===== config.mk =====
export PLATFORM = sky130hd
export DESIGN_NAME = section_address_translate_unit
export DESIGN_NICKNAME = d
export VERILOG_FILES = /design/src/hdl/sat_pkg.sv /design/src/hdl/sat_ram.sv /design/src/hdl/section_address_translate_unit.sv
export SDC_FILE = /design/constraint.sdc
export NUM_CORES = 2
export LEC_CHECK = 0
export ABC_CLOCK_PERIOD_IN_PS = 13400
export BUFFER_PORTS_ARGS = -buffer_cell sky130_fd_sc_hd__clkbuf_2
export CAP_MARGIN = 15
export CORE_AREA = 2 2 502 504
export CTS_BUF_LIST = sky130_fd_sc_hd__clkbuf_2
export CTS_CLUSTER_DIAMETER = 60
export DETAILED_ROUTE_END_ITERATION = 8
export DIE_AREA = 0 0 504 506
export PLACE_DENSITY_LB_ADDON = 0.05
export SLEW_MARGIN = 30
export SYNTH_ARGS = -nofsm -noshare
export SYNTH_HDL_FRONTEND = slang
export SYNTH_SLANG_ARGS = --single-unit

===== constraint.sdc =====
create_clock -name clk -period 13.4 [get_ports clk]
set_input_delay 1.34 -clock clk [delete_from_list [all_inputs] [get_ports clk]]
set_output_delay 1.34 -clock clk [all_outputs]
set_load 0.005 [all_outputs]

===== src/hdl/sat_pkg.sv =====
// Shared types and codes for the section address translate unit.
// No dependencies; used by the top level and the checker.
package sat_pkg;

    localparam logic [1:0] KIND_LOAD = 2'd0;
    localparam logic [1:0] KIND_V2F  = 2'd1;
    localparam logic [1:0] KIND_F2V  = 2'd2;

    localparam int ADDR_W  = 32;
    localparam int COUNT_W = 5;
    localparam int INDEX_W = 4;

    typedef enum logic [1:0] {
        ST_IDLE,
        ST_SCAN,
        ST_FORM
    } sat_state_t;

    typedef struct packed {
        logic [1:0]        kind;
        logic [INDEX_W-1:0] entry_index;
        logic [ADDR_W-1:0] virt_start;
        logic [ADDR_W-1:0] virt_size;
        logic [ADDR_W-1:0] raw_start;
        logic [ADDR_W-1:0] raw_size;
        logic [ADDR_W-1:0] query_address;
    } sat_req_t;

    typedef struct packed {
        logic [ADDR_W-1:0] translated;
        logic              found;
    } sat_rsp_t;

    typedef struct packed {
        logic [ADDR_W-1:0] virt_start;
        logic [ADDR_W-1:0] virt_size;
        logic [ADDR_W-1:0] raw_start;
        logic [ADDR_W-1:0] raw_size;
    } sat_entry_t;

endpackage


===== src/hdl/sat_ram.sv =====
// Generic simple dual-port RAM: one write port, one read port, registered read.
// No dependencies.
module sat_ram #(
    parameter int WIDTH = 128,
    parameter int DEPTH = 16
) (
    input  logic                                  clk,
    input  logic                                  wr_en,
    input  logic [(DEPTH > 1 ? $clog2(DEPTH) : 1)-1:0] wr_addr,
    input  logic [WIDTH-1:0]                      wr_data,
    input  logic [(DEPTH > 1 ? $clog2(DEPTH) : 1)-1:0] rd_addr,
    output logic [WIDTH-1:0]                      rd_data
);

    logic [WIDTH-1:0] mem [DEPTH];

    always_ff @(posedge clk)
    begin
        if (wr_en)
        begin
            mem[wr_addr] <= wr_data;
        end
        rd_data <= mem[rd_addr];
    end

endmodule


===== src/hdl/section_address_translate_unit.sv =====
// Section address translate unit: section table in RAM plus a scan sequencer.
// Depends on sat_pkg and sat_ram.
//
// A load item writes one section entry; a load whose entry_index
// is MAX_SECTIONS or more is dropped, and kind 3 is dropped without a result.
// A lookup item scans the entries in use (min(section_count, MAX_SECTIONS)) in
// index order, one entry per cycle through the table RAM's registered read port,
// stops at the first entry holding the address, and then in ST_FORM adds the
// offset to the other space's start. A lookup holds the input stalled while it
// scans and forms its result; with no entries in use it goes straight to ST_FORM.
// A lookup also stays stalled while the previous result still sits in the output
// register, stalled downstream. The result waits in an output register, so the
// next item is taken while it is still stalled downstream.
// Entries must be loaded before a lookup scans them.
module section_address_translate_unit #(
    parameter int MAX_SECTIONS = 16
) (
    input  logic                          clk,
    input  logic                          rst_n,
    input  logic                          cfg_wr_en,
    input  logic [sat_pkg::COUNT_W-1:0]   cfg_wr_data,
    input  logic                          req_valid,
    output logic                          req_stall,
    input  sat_pkg::sat_req_t             req,
    output logic                          rsp_valid,
    input  logic                          rsp_stall,
    output sat_pkg::sat_rsp_t             rsp
);

    localparam int AW = (MAX_SECTIONS > 1) ? $clog2(MAX_SECTIONS) : 1;
    localparam int CW = $clog2(MAX_SECTIONS + 1);

    sat_pkg::sat_state_t              state_reg, state_next;
    logic [sat_pkg::COUNT_W-1:0]      section_count_reg;
    logic [CW-1:0]                    idx_reg, idx_next;
    logic [CW-1:0]                    limit_reg, limit_next;
    logic [1:0]                       kind_reg, kind_next;
    logic [sat_pkg::ADDR_W-1:0]       addr_reg, addr_next;
    logic [sat_pkg::ADDR_W-1:0]       offset_reg, offset_next;
    logic [sat_pkg::ADDR_W-1:0]       base_reg, base_next;
    logic                             hit_reg, hit_next;
    logic                             rsp_valid_reg, rsp_valid_next;
    sat_pkg::sat_rsp_t                rsp_reg, rsp_next;

    logic                             wr_en;
    logic [AW-1:0]                    wr_addr;
    logic [AW+sat_pkg::INDEX_W-1:0]   wr_addr_wide;
    logic [AW-1:0]                    rd_addr;
    sat_pkg::sat_entry_t              wr_entry, rd_entry;

    logic                             accept;
    logic [CW-1:0]                    limit_now;
    logic [CW-1:0]                    idx_inc;
    logic [sat_pkg::ADDR_W-1:0]       sel_start, sel_size, sel_other, sel_end;
    logic                             entry_hit;

    sat_ram #(
        .WIDTH ($bits(sat_pkg::sat_entry_t)),
        .DEPTH (MAX_SECTIONS)
    ) u_table (
        .clk     (clk),
        .wr_en   (wr_en),
        .wr_addr (wr_addr),
        .wr_data (wr_entry),
        .rd_addr (rd_addr),
        .rd_data (rd_entry)
    );

    assign accept       = req_valid && !req_stall;
    assign req_stall    = (state_reg != sat_pkg::ST_IDLE);
    assign rsp_valid    = rsp_valid_reg;
    assign rsp          = rsp_reg;

    assign wr_addr_wide = {{AW{1'b0}}, req.entry_index};
    assign wr_addr      = wr_addr_wide[AW-1:0];
    assign wr_en        = accept && (req.kind == sat_pkg::KIND_LOAD)
                          && ({28'd0, req.entry_index} < 32'(MAX_SECTIONS));
    assign wr_entry.virt_start = req.virt_start;
    assign wr_entry.virt_size  = req.virt_size;
    assign wr_entry.raw_start  = req.raw_start;
    assign wr_entry.raw_size   = req.raw_size;

    assign limit_now = (32'(section_count_reg) > 32'(MAX_SECTIONS))
                       ? CW'(MAX_SECTIONS) : CW'(section_count_reg);
    assign idx_inc   = idx_reg + CW'(1);

    // Entry under test: pick the range of the query's own space.
    always_comb
    begin
        if (kind_reg == sat_pkg::KIND_V2F)
        begin
            sel_start = rd_entry.virt_start;
            sel_size  = rd_entry.virt_size;
            sel_other = rd_entry.raw_start;
        end
        else
        begin
            sel_start = rd_entry.raw_start;
            sel_size  = rd_entry.raw_size;
            sel_other = rd_entry.virt_start;
        end
        sel_end   = sel_start + sel_size;
        entry_hit = (addr_reg >= sel_start) && (addr_reg < sel_end);
    end

    always_ff @(posedge clk or negedge rst_n)
    begin
        if (!rst_n)
        begin
            state_reg         <= sat_pkg::ST_IDLE;
            section_count_reg <= '0;
            rsp_valid_reg     <= 1'b0;
        end
        else
        begin
            state_reg     <= state_next;
            rsp_valid_reg <= rsp_valid_next;
            if (cfg_wr_en)
            begin
                section_count_reg <= cfg_wr_data;
            end
        end
    end

    always_ff @(posedge clk)
    begin
        idx_reg    <= idx_next;
        limit_reg  <= limit_next;
        kind_reg   <= kind_next;
        addr_reg   <= addr_next;
        offset_reg <= offset_next;
        base_reg   <= base_next;
        hit_reg    <= hit_next;
        rsp_reg    <= rsp_next;
    end

    always_comb
    begin
        state_next     = state_reg;
        idx_next       = idx_reg;
        limit_next     = limit_reg;
        kind_next      = kind_reg;
        addr_next      = addr_reg;
        offset_next    = offset_reg;
        base_next      = base_reg;
        hit_next       = hit_reg;
        rsp_next       = rsp_reg;
        rsp_valid_next = rsp_valid_reg && rsp_stall;
        rd_addr        = idx_reg[AW-1:0];

        unique case (state_reg)
            sat_pkg::ST_IDLE:
            begin
                if (accept && (req.kind == sat_pkg::KIND_V2F
                               || req.kind == sat_pkg::KIND_F2V))
                begin
                    kind_next   = req.kind;
                    addr_next   = req.query_address;
                    limit_next  = limit_now;
                    idx_next    = '0;
                    rd_addr     = '0;
                    hit_next    = 1'b0;
                    offset_next = '0;
                    base_next   = '0;
                    state_next  = (limit_now == '0) ? sat_pkg::ST_FORM : sat_pkg::ST_SCAN;
                end
            end
            sat_pkg::ST_SCAN:
            begin
                if (entry_hit)
                begin
                    hit_next    = 1'b1;
                    offset_next = addr_reg - sel_start;
                    base_next   = sel_other;
                    state_next  = sat_pkg::ST_FORM;
                end
                else if (idx_inc == limit_reg)
                begin
                    state_next = sat_pkg::ST_FORM;
                end
                else
                begin
                    // advance: fetch the next entry, its data lands next cycle
                    idx_next = idx_inc;
                    rd_addr  = idx_inc[AW-1:0];
                end
            end
            sat_pkg::ST_FORM:
            begin
                // hold the result until the output register is free
                if (!rsp_valid_reg || !rsp_stall)
                begin
                    rsp_next.translated = hit_reg ? (offset_reg + base_reg) : '0;
                    rsp_next.found      = hit_reg;
                    rsp_valid_next      = 1'b1;
                    state_next          = sat_pkg::ST_IDLE;
                end
            end
            default:
            begin
                state_next = sat_pkg::ST_IDLE;
            end
        endcase
    end

endmodule


Word-level counts from Yosys, hierarchy flattened
Memory sizes are Yosys's and may differ from the RTL's. A register that Yosys moved wholly into a read port is not among the register bits. Index checks and enable logic that the tools add are counted.

Bits in registers: 150. RAM bits: 2048. Output and inout port bits: 35. Memories kept: 1.

Memories: u_table.mem (words 16, width 128, read ports 1, clocked after memory_dff 1, wr ports 1, RTL line sat_ram.sv:15) `logic [WIDTH-1:0] mem [DEPTH];`.

$add $sub $neg: 4. Magnitude comparators: 3. Equal/unequal tests: 12. Multiplexer cells: 30. Reduce and logical (&&, ||, !) cells: 20.

Operator list (number): $mux 32 (6); $pmux 32 s2 (2); $add 32x32->32 (2); $ge 32x32->1 (1); $lt 32x32->1 (1); $sub 32x32->32 (1); $mux 5 (4); $mux 4 (3); $mux 2 (5); $ne 2x2->1 const B (5); $pmux 5 s2 (1); $pmux 4 s2 (1); $eq 2x1->1 const B (3); $mux 1 (6); $pmux 2 s3 (1); $reduce_and 3->1 (2); $add 5x1->5 const B (1); $eq 5x5->1 (1); $gt 5x5->1 const B (1); $logic_and 1x1->1 (5); $logic_not 5->1 (1); $eq 2x2->1 const B (2); $logic_not 2->1 (2); $reduce_and 2->1 (2); 6 further kinds (10).

Logic depth before layout (Yosys ltp)
Depth after elaboration: 7. Depth in mapped cells: 36.

By module
From an unflattened synthesis, not the netlist that was laid out.

Cells, all modules: 4730. Area, all modules: 91606.6 µm².

Modules (own cells, without submodules): sat_ram (instances 1, cells each 3365, area an instance 79331.1 µm²); section_address_translate_unit (instances 1, cells each 1365, area an instance 12275.5 µm²).

Worst setup path after synthesis
Ideal clock, no wire load.

Kind: in2reg. Start point: input port req[164] (netlist name). End point: memory u_table.mem[0][0] (enable). Setup time: 0.774 ns. Arrival time: 10.636 ns. Required time: 12.626 ns. Path slack: 1.990 ns. Stages on the path: 5. Buffers on the path: 0. Cells stage by stage: inv_1 ha_1 nand3_1 or3_1 nor3_1.

Cells in the longest elaborated chain, start to end: 4.

RTL lines: start, declared (RTL line section_address_translate_unit.sv:24) `input sat_pkg::sat_req_t req,`; $logic_not 2->1 (RTL line section_address_translate_unit.sv:76) `assign wr_en = accept && (req.kind == sat_pkg::KIND_LOAD)`; $logic_and 1x1->1 (RTL line section_address_translate_unit.sv:76); $mux 1 (RTL line sat_ram.sv:19) `if (wr_en)`; $mux 1 (implied by the code) (RTL line sat_ram.sv:21) `mem[wr_addr] <= wr_data;`; end, declared (RTL line sat_ram.sv:15).

No other way between the ends.

Final worst setup path
Start point: register kind_reg[0]. End point: register u_table.rd_data[30] (read register of u_table.mem).

Cells in the longest elaborated chain, start to end: 7.

RTL lines: start, declared (RTL line section_address_translate_unit.sv:37) `logic [1:0] kind_reg, kind_next;`; start signal, assigned (RTL line section_address_translate_unit.sv:129) `kind_reg <= kind_next;`; $eq 2x1->1 (*) (RTL line section_address_translate_unit.sv:90) `if (kind_reg == sat_pkg::KIND_V2F)`; $mux 32 (RTL line section_address_translate_unit.sv:90); $add 32x32->32 (RTL line section_address_translate_unit.sv:102) `sel_end = sel_start + sel_size;`; $lt 32x32->1 (RTL line section_address_translate_unit.sv:103) `entry_hit = (addr_reg >= sel_start) && (addr_reg < sel_end);`; $logic_and 1x1->1 (*) (RTL line section_address_translate_unit.sv:103); $mux 4 (*) (RTL line section_address_translate_unit.sv:170) `if (entry_hit)`; $pmux 4 s2 (*) (RTL line section_address_translate_unit.sv:151) `unique case (state_reg)`; end, declared (RTL line sat_ram.sv:12) `output logic [WIDTH-1:0] rd_data`.

Every way passes the cells marked *; elsewhere a longest branch is shown, timed or not. A chain may end at the register's enable or synchronous reset.

==> flow_summary.toml <==
[placed_design]
place_congestion = 0.834
buffer_ports.inserted = 210
hpwl_mm = 158

[detailed_routing]
route.detailed.vias_per_inst = 5.23
antenna_violating_nets_post_route = 0
dr.first_iter.drc_count = 4914
routed_wire_per_std_cell_um = 25.5
drt_pass1_iterations = 5
detailroute.via_count = 61000
drt_wl_total_mm = 297
drc = 0

[clocking]
insertion_delay_ns = 1.81
cts_buffers = 629
cts.clk_slew.worst_paths_ns = 0.11
clock_sinks = 2326
htree_num_levels = 6
cts_root_buf = "sky130_fd_sc_hd__clkbuf_2"
bufs_on_longest_clock_path = 4
cts_tree = "yes"
cts_setup_buffers = 0

[critical_path]
data_arrival_at_the_endpoint_of_the_critical_path_ns = 11.99
cp-start-kind = "flip-flop"
timing.critical_path.slowest_cell_delay_ns = 0.90
worstSetupPathType = "reg -> reg"
reg2reg_depth = 30
path_common_cell = "sky130_fd_sc_hd__buf_4"
crit-reg2reg-launch = "kind_reg[0]$_DFFE_PP_"
slowest_stage = "sky130_fd_sc_hd__buf_4"
crit_fanout = 45
timing.critical_path.from = "kind_reg[0]$_DFFE_PP_"
worst_ep_required_time_ns = 14.94
critPathCaptureType = "flip-flop"

[timing]
timing.max_slew.rel_slack = 0.301
fin_tns_setup_ns = 0
final-hold-violation-count = 0
worstMarginPinSlew_ns = 1.05
worst_hold_slack_ns = 0.318
fin_crit_ns = 10.44
finalSetupViolations = 0
worst_clock_skew_ns = 0.238
fmaxAchievable_mhz = 95.8
final_max_slew_viol_count = 0
post-route-period-util = 0.779
rsz0062_at_grt = "false"

[synth]
postSynthNetCount = 7356
sequential_cell_area_fraction_in_the_yosys_report = 0.727
postSynth.asyncResetShare = 0.00344
post_synth_inst_count = 7054
ys.flop_type = "sky130_fd_sc_hd__edfxtp_1"
yosys_warnings = 0
synth_cell_types = 83
synth.avg_cell_area_um2 = 13.4
synth_enable_flop_cells = 2190
cell_area_after_technology_mapping_um2 = 94300
synth_seq_cells = 2326

[floorplan]
dieHeight_um = 506
core_region_area_um2 = 250000
chipWidth_um = 504
dieArea_um2 = 255000
starting_density_of_the_core = 0.377
pin_count = 211
core.rowCount = 184

[grt]
grt_start_max_net_pins = 177
grt_first_pass_wirelength_mm = 427
grt_pass1_vias = 60200
grt_antenna_before_repair = 56
overflow_left_after_global_routing = 0
grt_use_total = 0.228

[job]
maxCapViolCount = 0

[min_path]
min_from = "req[16]"
whs_path_depth = 2
hold_path.class = "in -> reg"

[cells_and_area]
num-nets-final = 8101
most-common-layout-cells = "sky130_fd_sc_hd__edfxtp_1 (2190), sky130_fd_sc_hd__nand2_1 (2018), sky130_fd_sc_hd__clkbuf_2 (1207)"
layout.cells.most_common = "sky130_fd_sc_hd__edfxtp_1"
largest_reg_flops = 2048
final_core_utilization = 0.428
fillerInstances = 23800
synth_to_final_area_change_pct = 13.6
area_of_the_multi_input_gates_um2 = 24100
sequential_cell_area_um2 = 68500
post_route_cells_drive_above_1_share = 0.171

[run_status]
result_of_the_run = "finished, final reports clean"
critical path, delay by kind of cell (launching register included):
family	cells	cell delay [ns]
and+or+nand+nor	10	2.67
buffers and inverters	4	2.04
AOI/OAI and AO/OA	13	4.02
DFF	1	0.51
xor gates and xnor gates	1	0.18
adders and majority gates	2	0.72
cells in the mapped netlist (39+ instances only):
master	instances	area, um^2
sky130_fd_sc_hd__a21o_1	41	308
sky130_fd_sc_hd__nand2_1	2019	7580
sky130_fd_sc_hd__clkbuf_1	181	679
sky130_fd_sc_hd__inv_1	72	270
sky130_fd_sc_hd__edfxtp_1	2190	65800
sky130_fd_sc_hd__nand3_1	782	3910
sky130_fd_sc_hd__xnor2_1	52	455
sky130_fd_sc_hd__buf_1	39	146
sky130_fd_sc_hd__o21ai_0	48	240
sky130_fd_sc_hd__a32oi_1	126	1100
sky130_fd_sc_hd__mux2i_1	419	4190
sky130_fd_sc_hd__dfxtp_1	128	2560
sky130_fd_sc_hd__buf_2	158	791
sky130_fd_sc_hd__ha_1	123	1540
sky130_fd_sc_hd__a21oi_1	116	581
sky130_fd_sc_hd__o221ai_1	129	1130
sky130_fd_sc_hd__nor2_1	95	357
layout make-up:
class                           instances  area share
Antenna cell                           21    0.000491
Clock buffer                          997      0.0466
Clock inverter                        125     0.00863
Inverter                               72     0.00255
Multi-Input combinational cell       4273       0.225
Sequential cell                      2326       0.640
Tap cell                             3348      0.0391
Timing Repair Buffer                  497      0.0382
logic make-up (layout without fill, tap and decap cells):
family                     count (synthesis)  after routing  synth area share
muxes                                    427            427            0.0455
adders and majority gates                126            126            0.0170
AOI/OAI and AO/OA                        579            579            0.0458
buffers and inverters                    455           1691            0.0204
and+or+nand+nor                         3054           3054             0.136
other                                      0             21                 0
xor gates and xnor gates                  87             87           0.00822
DFF                                     2326           2326             0.727
timing repair:
| action | 4_1_cts | 5_1_grt |
|---|---|---|
| hold buffers | 177 | 0 |
| hold endpoints to repair | 2103 | 0 |
| resized for setup | 0 | 0 |
per-layer routing:
layer	routed length [um]	GRT usage	vias to the layer above
li1	-	-	27800
met1	140000	0.332	30800
met2	135000	0.353	1829
met3	16700	0.0403	436
met4	5890	0.0585	40
met5	256	0	-
per-stage QoR:
stage               worst slack (ns)  cell area, um^2  instances
floorplan                       1.99            94300       7054
finish                          2.96           107000      11700
global route                    2.43           107000      11600
detailed placement              2.96            99300      10300
CTS                             2.76           107000      11600
global placement                3.15            99300      10300
final timing paths:
check	end	slack (ns)
hold / removal	addr_reg[16]$_DFFE_PP_	0.32
max in group asynchronous	section_count_reg[3]$_DFFE_PN0P_	12.37
setup reg to reg	u_table.rd_data[30]$_DFF_P_	2.96
hold reg to reg	u_table.rd_data[43]$_DFF_P_	0.55
min in group asynchronous	state_reg[0]$_DFFE_PN0P_	0.69
setup / recovery	u_table.rd_data[30]$_DFF_P_	2.96
Power is not shown: default switching activity piles up to over one toggle a cycle in this logic, so the estimate is an artifact.
